--- config.mk ---
export PLATFORM = sky130hd
export DESIGN_NAME = quadrature_period_velocity_core
export DESIGN_NICKNAME = d
export VERILOG_FILES = /design/src/design/qpv_pkg.sv /design/src/design/quadrature_period_velocity_core.sv /design/src/design/qpv_divider.sv
export SDC_FILE = /design/constraint.sdc
export NUM_CORES = 1
export LEC_CHECK = 0
export BUFFER_PORTS_ARGS = -buffer_cell sky130_fd_sc_hd__clkbuf_2
export CELL_PAD_IN_SITES_DETAIL_PLACEMENT = 1
export CELL_PAD_IN_SITES_GLOBAL_PLACEMENT = 2
export CORE_MARGIN = 3
export CORE_UTILIZATION = 43
export DETAILED_ROUTE_END_ITERATION = 8
export PLACE_DENSITY_LB_ADDON = 0.1
export SETUP_SLACK_MARGIN = 0.02
export SLEW_MARGIN = 20
export SYNTH_ARGS = -nofsm -noshare
export SYNTH_HDL_FRONTEND = slang
export SYNTH_HIERARCHICAL = 1
export SYNTH_SLANG_ARGS = --single-unit
--- constraint.sdc ---
create_clock -name clk_i -period 15.32 [get_ports clk_i]
set_input_delay 1.532 -clock clk_i [delete_from_list [all_inputs] [get_ports clk_i]]
set_output_delay 1.532 -clock clk_i [all_outputs]
set_load 0.03 [all_outputs]
--- src/design/qpv_pkg.sv ---
// ----------------------------------------------------------------------------
// qpv_pkg
// Shared widths and constants for the quadrature period velocity core.
// ----------------------------------------------------------------------------
package qpv_pkg;

  // Field widths
  localparam int unsigned TimeBits  = 32;
  localparam int unsigned VelBits   = 48;
  localparam int unsigned DirBits   = 2;

  // Divider step count: one quotient bit per cycle
  localparam int unsigned DivSteps  = VelBits;
  localparam int unsigned CntBits   = $clog2(DivSteps);

  // Stream payload widths, padded to whole bytes
  localparam int unsigned InDataBits  = 40;
  localparam int unsigned OutDataBits = 56;

  // Item kinds carried in tuser
  localparam logic KindEdge  = 1'b0;
  localparam logic KindQuery = 1'b1;

  // Register reset and saturation limits
  localparam logic [VelBits-1:0] ScaleReset = 48'd102943;
  localparam logic [VelBits-1:0] VelMax     = 48'h7FFF_FFFF_FFFF;
  localparam logic [VelBits-1:0] VelNegLim  = 48'h8000_0000_0000;

  // Direction codes
  localparam logic signed [DirBits-1:0] DirNeg  = -2'sd1;
  localparam logic signed [DirBits-1:0] DirZero = 2'sd0;
  localparam logic signed [DirBits-1:0] DirPos  = 2'sd1;

endpackage

--- src/design/quadrature_period_velocity_core.sv ---
// ----------------------------------------------------------------------------
// quadrature_period_velocity_core
// An edge transfer is absorbed into the edge registers. A query passes through
// the interval state, the bit-serial divider, its done register and the output
// load, which waits on a stalled output; the input stays closed meanwhile.
// Edges are taken every cycle while no query runs. Reset is asynchronous:
// edge times and direction clear to zero, velocity_scale loads 102943.
// ----------------------------------------------------------------------------
// Quadrature encoder period velocity estimator. Edge items update the edge
// timestamps and direction; query items return direction * scale / interval,
// saturated to 48 signed bits.
// ----------------------------------------------------------------------------
module quadrature_period_velocity_core (
  input  logic                               clk_i,
  input  logic                               rst_ni,
  // Configuration: velocity_scale
  input  logic                               cfg_we_i,
  input  logic [qpv_pkg::VelBits-1:0]        cfg_wdata_i,
  // Input stream
  input  logic                               s_axis_tvalid,
  output logic                               s_axis_tready,
  input  logic [qpv_pkg::InDataBits-1:0]     s_axis_tdata,  // [0] phase_a, [1] phase_b,
                                                            // [33:2] time_us, rest zero
  input  logic                               s_axis_tuser,  // [0] kind
  // Output stream
  output logic                               m_axis_tvalid,
  input  logic                               m_axis_tready,
  output logic [qpv_pkg::OutDataBits-1:0]    m_axis_tdata   // [47:0] velocity,
                                                            // [49:48] direction, rest zero
);

  typedef enum logic [1:0] {
    StIdle,
    StDiff,
    StDiv,
    StOut
  } state_e;

  state_e                             state_q, state_d;
  logic [qpv_pkg::VelBits-1:0]        scale_q;
  logic [qpv_pkg::TimeBits-1:0]       prev_time_q, prev_time_d;
  logic [qpv_pkg::TimeBits-1:0]       last_time_q, last_time_d;
  logic signed [qpv_pkg::DirBits-1:0] dir_q, dir_d;
  logic [qpv_pkg::TimeBits-1:0]       now_q, now_d;
  logic                               m_valid_q, m_valid_d;
  logic [qpv_pkg::VelBits-1:0]        vel_q, vel_d;
  logic signed [qpv_pkg::DirBits-1:0] out_dir_q, out_dir_d;

  logic                               s_xfer;
  logic                               in_pa, in_pb;
  logic [qpv_pkg::TimeBits-1:0]       in_time;
  logic [qpv_pkg::TimeBits-1:0]       d_edge, d_now, dt;
  logic                               div_start, div_busy, div_done;
  logic [qpv_pkg::VelBits-1:0]        quotient;
  logic [qpv_pkg::VelBits-1:0]        vel_result;

  assign in_pa   = s_axis_tdata[0];
  assign in_pb   = s_axis_tdata[1];
  assign in_time = s_axis_tdata[qpv_pkg::TimeBits+1:2];

  assign s_axis_tready = (state_q == StIdle);
  assign s_xfer        = s_axis_tvalid && s_axis_tready;

  // Interval: larger of the last edge period and time since the last edge,
  // both wrapping modulo 2^32.
  assign d_edge = last_time_q - prev_time_q;
  assign d_now  = now_q - last_time_q;
  assign dt     = (d_edge > d_now) ? d_edge : d_now;

  assign div_start = (state_q == StDiff);

  qpv_divider u_div (
    .clk_i      (clk_i),
    .rst_ni     (rst_ni),
    .start_i    (div_start),
    .dividend_i (scale_q),
    .divisor_i  (dt),
    .busy_o     (div_busy),
    .done_o     (div_done),
    .quotient_o (quotient)
  );

  // Sign and saturate the unsigned quotient. A zero interval gives an
  // all-ones quotient, which lands on the saturation limits.
  always_comb begin
    unique case (dir_q)
      qpv_pkg::DirPos: begin
        vel_result = quotient[qpv_pkg::VelBits-1] ? qpv_pkg::VelMax : quotient;
      end
      qpv_pkg::DirNeg: begin
        if (quotient[qpv_pkg::VelBits-1] && (quotient[qpv_pkg::VelBits-2:0] != '0)) begin
          vel_result = qpv_pkg::VelNegLim;
        end else begin
          vel_result = '0 - quotient;
        end
      end
      default: begin
        vel_result = '0;
      end
    endcase
  end

  // Sequencer and state update
  always_comb begin
    state_d     = state_q;
    prev_time_d = prev_time_q;
    last_time_d = last_time_q;
    dir_d       = dir_q;
    now_d       = now_q;
    m_valid_d   = m_valid_q;
    vel_d       = vel_q;
    out_dir_d   = out_dir_q;

    if (m_valid_q && m_axis_tready) begin
      m_valid_d = 1'b0;
    end

    unique case (state_q)
      StIdle: begin
        if (s_xfer) begin
          if (s_axis_tuser == qpv_pkg::KindEdge) begin
            prev_time_d = last_time_q;
            last_time_d = in_time;
            if (in_pa == in_pb) begin
              dir_d = (dir_q == qpv_pkg::DirPos) ? qpv_pkg::DirZero : qpv_pkg::DirNeg;
            end else begin
              dir_d = (dir_q == qpv_pkg::DirNeg) ? qpv_pkg::DirZero : qpv_pkg::DirPos;
            end
          end else begin
            now_d   = in_time;
            state_d = StDiff;
          end
        end
      end
      StDiff: begin
        state_d = StDiv;
      end
      StDiv: begin
        if (div_done) begin
          state_d = StOut;
        end
      end
      StOut: begin
        if (!m_valid_q || m_axis_tready) begin
          m_valid_d = 1'b1;
          vel_d     = vel_result;
          out_dir_d = dir_q;
          state_d   = StIdle;
        end
      end
      default: begin
        state_d = StIdle;
      end
    endcase
  end

  always_ff @(posedge clk_i or negedge rst_ni) begin
    if (!rst_ni) begin
      state_q     <= StIdle;
      scale_q     <= qpv_pkg::ScaleReset;
      prev_time_q <= '0;
      last_time_q <= '0;
      dir_q       <= qpv_pkg::DirZero;
      m_valid_q   <= 1'b0;
    end else begin
      state_q     <= state_d;
      prev_time_q <= prev_time_d;
      last_time_q <= last_time_d;
      dir_q       <= dir_d;
      m_valid_q   <= m_valid_d;
      if (cfg_we_i) begin
        scale_q <= cfg_wdata_i;
      end
    end
  end

  // Payload registers
  always_ff @(posedge clk_i) begin
    now_q     <= now_d;
    vel_q     <= vel_d;
    out_dir_q <= out_dir_d;
  end

  assign m_axis_tvalid = m_valid_q;
  assign m_axis_tdata  = {{(qpv_pkg::OutDataBits - qpv_pkg::VelBits - qpv_pkg::DirBits){1'b0}},
                          out_dir_q, vel_q};

  // Input is never taken while the divider runs.
  a_no_accept_busy: assert property (@(posedge clk_i) disable iff (!rst_ni)
    div_busy |-> !s_axis_tready)
    else $error("input accepted while divider busy");

  // A query transfer always closes the input side on the next cycle.
  a_query_blocks: assert property (@(posedge clk_i) disable iff (!rst_ni)
    (s_xfer && (s_axis_tuser == qpv_pkg::KindQuery)) |=> !s_axis_tready)
    else $error("input stayed open after a query");

  // The direction register only ever holds one of the three direction codes.
  a_dir_legal: assert property (@(posedge clk_i) disable iff (!rst_ni)
    (dir_q == qpv_pkg::DirNeg) || (dir_q == qpv_pkg::DirZero) ||
    (dir_q == qpv_pkg::DirPos))
    else $error("direction holds an illegal code");

  // A zero direction result carries zero velocity.
  a_zero_dir_vel: assert property (@(posedge clk_i) disable iff (!rst_ni)
    (m_valid_q && (out_dir_q == qpv_pkg::DirZero)) |-> (vel_q == '0))
    else $error("nonzero velocity with zero direction");

endmodule

--- src/design/qpv_divider.sv ---
// ----------------------------------------------------------------------------
// qpv_divider
// Radix-2 restoring divider: 48-bit dividend over 32-bit divisor, one
// quotient bit per cycle. A zero divisor yields an all-ones quotient.
// ----------------------------------------------------------------------------
module qpv_divider (
  input  logic                            clk_i,
  input  logic                            rst_ni,
  input  logic                            start_i,
  input  logic [qpv_pkg::VelBits-1:0]     dividend_i,
  input  logic [qpv_pkg::TimeBits-1:0]    divisor_i,
  output logic                            busy_o,
  output logic                            done_o,
  output logic [qpv_pkg::VelBits-1:0]     quotient_o
);

  logic                            busy_q, busy_d;
  logic                            done_q, done_d;
  logic [qpv_pkg::CntBits-1:0]     cnt_q, cnt_d;
  logic [qpv_pkg::VelBits-1:0]     quo_q, quo_d;
  logic [qpv_pkg::TimeBits-1:0]    rem_q, rem_d;
  logic [qpv_pkg::TimeBits-1:0]    div_q, div_d;
  logic [qpv_pkg::TimeBits:0]      trial;
  logic [qpv_pkg::TimeBits:0]      diff;
  logic                            fits;

  // Shift the next dividend bit into the partial remainder and try a subtract.
  assign trial = {rem_q, quo_q[qpv_pkg::VelBits-1]};
  assign diff  = trial - {1'b0, div_q};
  assign fits  = trial >= {1'b0, div_q};

  // Step control
  always_comb begin
    busy_d = busy_q;
    done_d = 1'b0;
    cnt_d  = cnt_q;
    quo_d  = quo_q;
    rem_d  = rem_q;
    div_d  = div_q;
    if (start_i && !busy_q) begin
      busy_d = 1'b1;
      cnt_d  = qpv_pkg::CntBits'(qpv_pkg::DivSteps - 1);
      quo_d  = dividend_i;
      rem_d  = '0;
      div_d  = divisor_i;
    end else if (busy_q) begin
      quo_d = {quo_q[qpv_pkg::VelBits-2:0], fits};
      rem_d = fits ? diff[qpv_pkg::TimeBits-1:0] : trial[qpv_pkg::TimeBits-1:0];
      cnt_d = cnt_q - 1'b1;
      if (cnt_q == '0) begin
        busy_d = 1'b0;
        done_d = 1'b1;
      end
    end
  end

  always_ff @(posedge clk_i or negedge rst_ni) begin
    if (!rst_ni) begin
      busy_q <= 1'b0;
      done_q <= 1'b0;
      cnt_q  <= '0;
    end else begin
      busy_q <= busy_d;
      done_q <= done_d;
      cnt_q  <= cnt_d;
    end
  end

  // Datapath registers need no reset
  always_ff @(posedge clk_i) begin
    quo_q <= quo_d;
    rem_q <= rem_d;
    div_q <= div_d;
  end

  assign busy_o     = busy_q;
  assign done_o     = done_q;
  assign quotient_o = quo_q;

endmodule

==> results.md, run 1 <==
- Outcome: finished, final reports clean
- Critical path capture point type: register
- Avg WL per Cell: 20.3 um
- DRC Markers: 0
- Final core utilization: 0.490
- Worst EP arrival: 7130 ps
- I/O pin count: 152
- Starting DRT DRC Count: just under 700
- Die height: roughly 220 um
- Initial Utilization: 0.437
- Worst setup margin: approximately 8400 ps
- Drt first pass iters: 5
- Most used DFF post-synth: edfxtp_1
- Hold Crit Class: reg -> reg
- First-pass GRT wire length: ~90000 um
- Setup CP Type: reg -> reg
- Initial antenna violation count: 0
- Commonest cells after routing, fill and taps aside: nand2_1 (204), edfxtp_1 (162), o21ai_0 (154)
- Ant. Diodes: 0
- Clock buffer depth: 3
- Setup Buffers After CTS: 0
- Clk_lat worst skew: approximately 560 ps
- Post-Syn Area: roughly 20000 um^2
- GRT Overall Usage: 0.224
- Synthesis-to-finish area growth: 12.1%
- Clock slew at reported path FFs: roughly 60 ps
- Cells after synthesis: approximately 2000
- Worst-Margin Slew: 1020 ps
- Routed WL: roughly 55000 um
- Vias in the first global route: roughly 16000
- Worst Hold Launch: prev_time_q[8]$_DFFE_PN0P_
- Via count: ~16000
- # setup viols final: 0
- Post-synth ARST share: 0.392
- Layout cells sized above 1: 0.185
- Sequential share of the synthesized area: 0.434
- Post-Route Skew: 16.7 ps
- Max-Cap Viols: 0
- Max Slew Vio Count: 0
- HPWL Detailed: about 41000 um
- R2r startpoint: now_q[0]$_DFFE_PP_
- Final period utilization: 0.449
- Min Hold Slack: ~480 ps
- Max transition margin: 0.321
- Final Critical Period: 6880 ps
- Warnings, synthesis: 6
- # rows: a little under 80
- CTS buffer count: 38
- Largest net degree at the start of global routing: between 90 and 100
- Worst Setup SP: now_q[0]$_DFFE_PP_
- Critical Path Fanout Max: 9
- Most common cell after layout, fill and taps aside: nand2_1
- F_max: roughly 150 MHz
- Cts repair resizes: 0
- Seq cells post-synth: ~320
- Pre-CTS setup slack: 8400 ps
- Root Driver: clkbuf_16
- Crit start category: register
- Core ar.: 45600 um^2
- TritonCTS sink count: approximately 320
- Sum of negative setup slack: 0 ps
- Antenna-violating nets left: 0
- Count of cell types in the netlist: 90
- Die width: 221 um
- TritonCTS clock tree: built
- Unrepaired setup endpoints after global routing: no
- DR vias/cell: roughly 5.7
- Grt ovf: 0
- Maximum level of the CTS H-tree: 2
- Hold_buf cts: 0
- WP data required: between 15000 and 20000 ps
- Final Hold Viols: 0
- Die area: 48900 um^2
- GP Congestion: roughly 0.86
- Mapped Avg Cell Area: 9.96 um^2
- Post-synth EDFFs: 162
- Port bufs: approximately 140
- Fin nets: between 2000 and 2500
## worst paths after layout
kind	slack [ps]	endpoint	depth (start not counted)
setup / recovery	8440	u_div/div_q[31]$_DFFE_PP_	19
hold / removal	480	prev_time_q[8]$_DFFE_PN0P_	2
setup reg to reg	8440	u_div/div_q[31]$_DFFE_PP_	19
hold reg to reg	480	prev_time_q[8]$_DFFE_PN0P_	2
max in group asynchronous	13020	prev_time_q[27]$_DFFE_PN0P_	2
min in group asynchronous	940	u_div/cnt_q[5]$_DFFE_PN0P_	1
## sequential cells by signal, indices dropped and copies added (netlist names)
name,count
u_div/done_o,1
out_dir_q,2
u_div/div_q,32
state_q,2
u_div/quotient_o,48
last_time_q,32
u_div/busy_o,1
u_div/cnt_q,6
vel_q,48
prev_time_q,32
u_div/rem_q,32
m_axis_tvalid,1
scale_q,48
dir_q,2
now_q,32
## synth_stat cells (all sizes together), types with 15 or more instances
cell type / n / area share
mux2: 129 / 0.073
nand2: 205 / 0.039
o311ai: 46 / 0.022
edfxtp: 162 / 0.24
clkbuf: 54 / 0.010
a31oi: 24 / 0.0079
nand3: 32 / 0.0094
nor3: 50 / 0.013
a21o: 47 / 0.018
dfxtp: 32 / 0.032
nor4: 17 / 0.0068
nor2: 92 / 0.017
nand2b: 21 / 0.0066
xor2: 39 / 0.017
a21oi: 112 / 0.028
or3: 15 / 0.0053
o211ai: 16 / 0.0063
o21ai: 159 / 0.040
a211oi: 15 / 0.0062
dfrtp: 116 / 0.15
inv: 141 / 0.027
buf: 36 / 0.012
xnor2: 48 / 0.021
nor2b: 26 / 0.0082
o31ai: 18 / 0.0075
nand4: 44 / 0.014
ha: 132 / 0.083
o21a: 17 / 0.0064
## cells by family after synthesis
group / synth area share
mux: 0.0790
flops: 0.434
buf+inv: 0.0493
simple gates: 0.142
xor+xnor: 0.0383
compound gates: 0.171
other cells: 0.000188
fa+ha+maj: 0.0860
## per-layer routing
layer / global-route usage / up-vias / part of all wire
met3: 0.0264 / 66 / 0.035
met5: 0 / - / 0
met2: 0.383 / 262 / 0.48
met1: 0.307 / 7626 / 0.47
li1: - / 7560 / -
met4: 0.0526 / 0 / 0.018
## through the flow
stage,area [um^2],instances
finish,22300,2734
global route,22300,2734
CTS,22300,2734
detailed placement,21000,2665
global placement,21000,2665
floorplan,19900,2004
## area by class of cell
cell class | instances | area [um^2]
Fill cell | 5085 | 23300
Clock inverter | 20 | 251
Inverter | 142 | 534
Tap cell | 600 | 751
Timing Repair Buffer | 152 | 800
Sequential cell | 319 | 8640
Multi-Input combinational cell | 1452 | 10300
Clock buffer | 49 | 1020
## critical path, stage by stage, from the launching register on
cell       delay (ps)
edfxtp_1          350
inv_1              60
ha_1              190
fa_1              230
nand2b_1          180
a21oi_1           120
o41a_1            490
a211o_1           390
a2111oi_0         790
o41ai_1           240
xnor2_1           220
ha_1              340
nand4_1           180
or4_1             640
nor3_1            530
nor2_1             80
o31ai_1           200
and2_1            580
nor2_1             70
a2111oi_0         700
Power of run 1 is left out: the tool's default activity adds up to more than one toggle a clock period on the data nets, which glitch-free logic cannot reach.
==> run 2, diff against run 1 <==
Settings changed: CORE_UTILIZATION 43 to 40.
Clock period 15.32 ns to 6.33 ns, I/O delays scaled along.
==> run 2 against run 1 <==
Critical path depth is the same. Highest routed layer unchanged. Global-route usage shrank 1.4 points. Non-clock buffer count grew 7. Via count is 0.29% lower. First-iteration DRC count shrank 4.0%.
==> results.md, run 2 (synthesized netlist as in run 1, its figures left out) <==
- Outcome: finished, final reports clean (unchanged)
- Fin nets: 2342 (was 2334)
- HPWL Detailed: 41900 um (was 41200 um)
- Uppermost routed layer: met4 (unchanged)
- Wire length on met3: 1580 um (was 1940 um)
- Starting DRT DRC Count: 648 (was 675)
- Ant. Diodes: 0 (unchanged)
- Hold Crit Class: in -> async (was reg -> reg)
- CTS buffer count: 39 (was 38)
- Critical path capture point type: register (unchanged)
- Wire length on met2: 26400 um (was 26500 um)
- Worst-Margin Slew: 1040 ps (was 1020 ps)
- Hold_buf cts: 0 (unchanged)
- Worst reg-to-reg path cell count: 19 (unchanged)
- TritonCTS sink count: 319 (unchanged)
- CP Cell Sequence: ha_1, fa_1, nand2b_1, a21oi_1, o41a_1, a211o_1, a2111oi_0, buf_4, o41ai_1, xnor2_1, ha_1, nand4_1, or4_1, nor3_2, nor3_1, a2bb2oi_1, and2_1, nor2_1, a2111oi_0 (was inv_1, ha_1, fa_1, nand2b_1, a21oi_1, o41a_1, a211o_1, a2111oi_0, o41ai_1, xnor2_1, ha_1, nand4_1, or4_1, nor3_1, nor2_1, o31ai_1, and2_1, nor2_1, a2111oi_0)
- Drt first pass iters: 5 (unchanged)
- Min Hold Slack: 71.5 ps (was 479 ps)
- F_max: 169 MHz (was 145 MHz)
- Finished layout cell area: 22500 um^2 (was 22300 um^2)
- DP Area: 21200 um^2 (was 21000 um^2)
- TritonCTS clock tree: built (unchanged)
- Final Hold Viols: 0 (unchanged)
- Largest net degree at the start of global routing: 94 (unchanged)
- Sum of negative setup slack: 0 ps (unchanged)
- Port bufs: 139 (unchanged)
- Buffers plus inverters on the worst setup path: 1 (unchanged)
- First-pass GRT wire length: 89200 um (was 89900 um)
- Max stage delay on crit path: 590 ps (was 790 ps)
- Setup CP Type: reg -> reg (unchanged)
- Grt ovf: 0 (unchanged)
- Critical Path Fanout Max: 5 (was 9)
- Final period utilization: 0.933 (was 0.449)
- Max transition margin: 0.308 (was 0.321)
- Avg WL per Cell: 19.9 um (was 20.3 um)
- Initial Utilization: 0.406 (was 0.437)
- Crit start category: register (unchanged)
- Root Driver: clkbuf_16 (unchanged)
- Most common cell after layout, fill and taps aside: nand2_1 (unchanged)
- Core ar.: 49100 um^2 (was 45600 um^2)
- WP data required: 6620 ps (was 15570 ps)
- Unrepaired setup endpoints after global routing: no (unchanged)
- Post-Route Skew: 22.4 ps (was 16.7 ps)
- Die area: 52500 um^2 (was 48900 um^2)
- Layout cells sized above 1: 0.191 (was 0.185)
- Routed WL: 55800 um (was 55400 um)
- Max-Cap Viols: 0 (unchanged)
- Synthesis-to-finish area growth: 13.1% (was 12.1%)
- Die height: 229 um (was 221 um)
- Crit. path cell count: 19 (unchanged)
- Maximum level of the CTS H-tree: 2 (unchanged)
- Initial antenna violation count: 0 (unchanged)
- Clk_lat worst skew: 570 ps (was 560 ps)
- Clock slew at reported path FFs: 60 ps (about the same)
- # setup viols final: 0 (unchanged)
- Clock buffer depth: 3 (unchanged)
- Crit-path leading delay family: compound AO/OA/AOI/OAI gates (unchanged)
- Slowest-stage cell, CP: or4_1 (was a2111oi_0)
- WL met1: 26700 um (was 25900 um)
- Final core utilization: 0.459 (was 0.490)
- I/O pin count: 152 (unchanged)
- Max Slew Vio Count: 0 (unchanged)
- Die width: 229 um (was 221 um)
- GP Congestion: 0.861 (was 0.857)
- Final Critical Period: 5900 ps (was 6880 ps)
- DRC Markers: 0 (unchanged)
- # rows: 81 (was 78)
- DR vias/cell: 5.51 (was 5.67)
- Worst EP arrival: 6190 ps (was 7130 ps)
- GRT Overall Usage: 0.210 (was 0.224)
- Antenna-violating nets left: 0 (unchanged)
- Via count: 15500 (about the same)
- Commonest cells after routing, fill and taps aside: nand2_1 (204), edfxtp_1 (162), o21ai_0 (154) (unchanged)
- Vias in the first global route: 16100 (was 16300)
==> run 2: final timing paths <==
| path | from | end | slack [ps] |
|---|---|---|---|
| setup reg to reg | last_time_q[0]$_DFFE_PN0P_ | u_div/div_q[31]$_DFFE_PP_ | 430 |
| hold / removal | rst_ni | u_div/cnt_q[5]$_DFFE_PN0P_ | 70 |
| setup / recovery | last_time_q[0]$_DFFE_PN0P_ | u_div/div_q[31]$_DFFE_PP_ | 430 |
| hold reg to reg | prev_time_q[15]$_DFFE_PN0P_ | prev_time_q[15]$_DFFE_PN0P_ | 470 |
| min in group clk_i | s_axis_tdata[15] | now_q[13]$_DFFE_PP_ | 260 |
| max in group asynchronous | rst_ni | prev_time_q[26]$_DFFE_PN0P_ | 4930 |
==> run 2: layout make-up <==
class / count / area [um^2]
Tap cell: 664 / 831
Fill cell: 5563 / 26500
Timing Repair Buffer: 159 / 852
Inverter: 142 / 533
Sequential cell: 319 / 8640
Multi-Input combinational cell: 1452 / 10300
Clock buffer: 51 / 1050
Clock inverter: 21 / 270
==> run 2: repair_timing <==
item,4_1_cts,5_1_grt
buffers inserted,0,0
resized for setup,0,2
endpoints found under the setup margin,0,24
==> run 2: per-stage QoR <==
| step | setup slack, ps | std cells |
|---|---|---|
| floorplan | 1350 | 2004 |
| global placement | 423 | 2736 |
| detailed placement | 318 | 2736 |
| CTS | 260 | 2808 |
| global route | 36.3 | 2808 |
| finish | 427 | 2808 |
==> run 2: per-layer routing <==
layer	vias to the layer above	global-route usage
met5	-	0
met1	7642	0.286
met3	53	0.0286
met4	0	0.0537
met2	195	0.355
li1	7579	-
Power of run 2 is left out for the same reason.
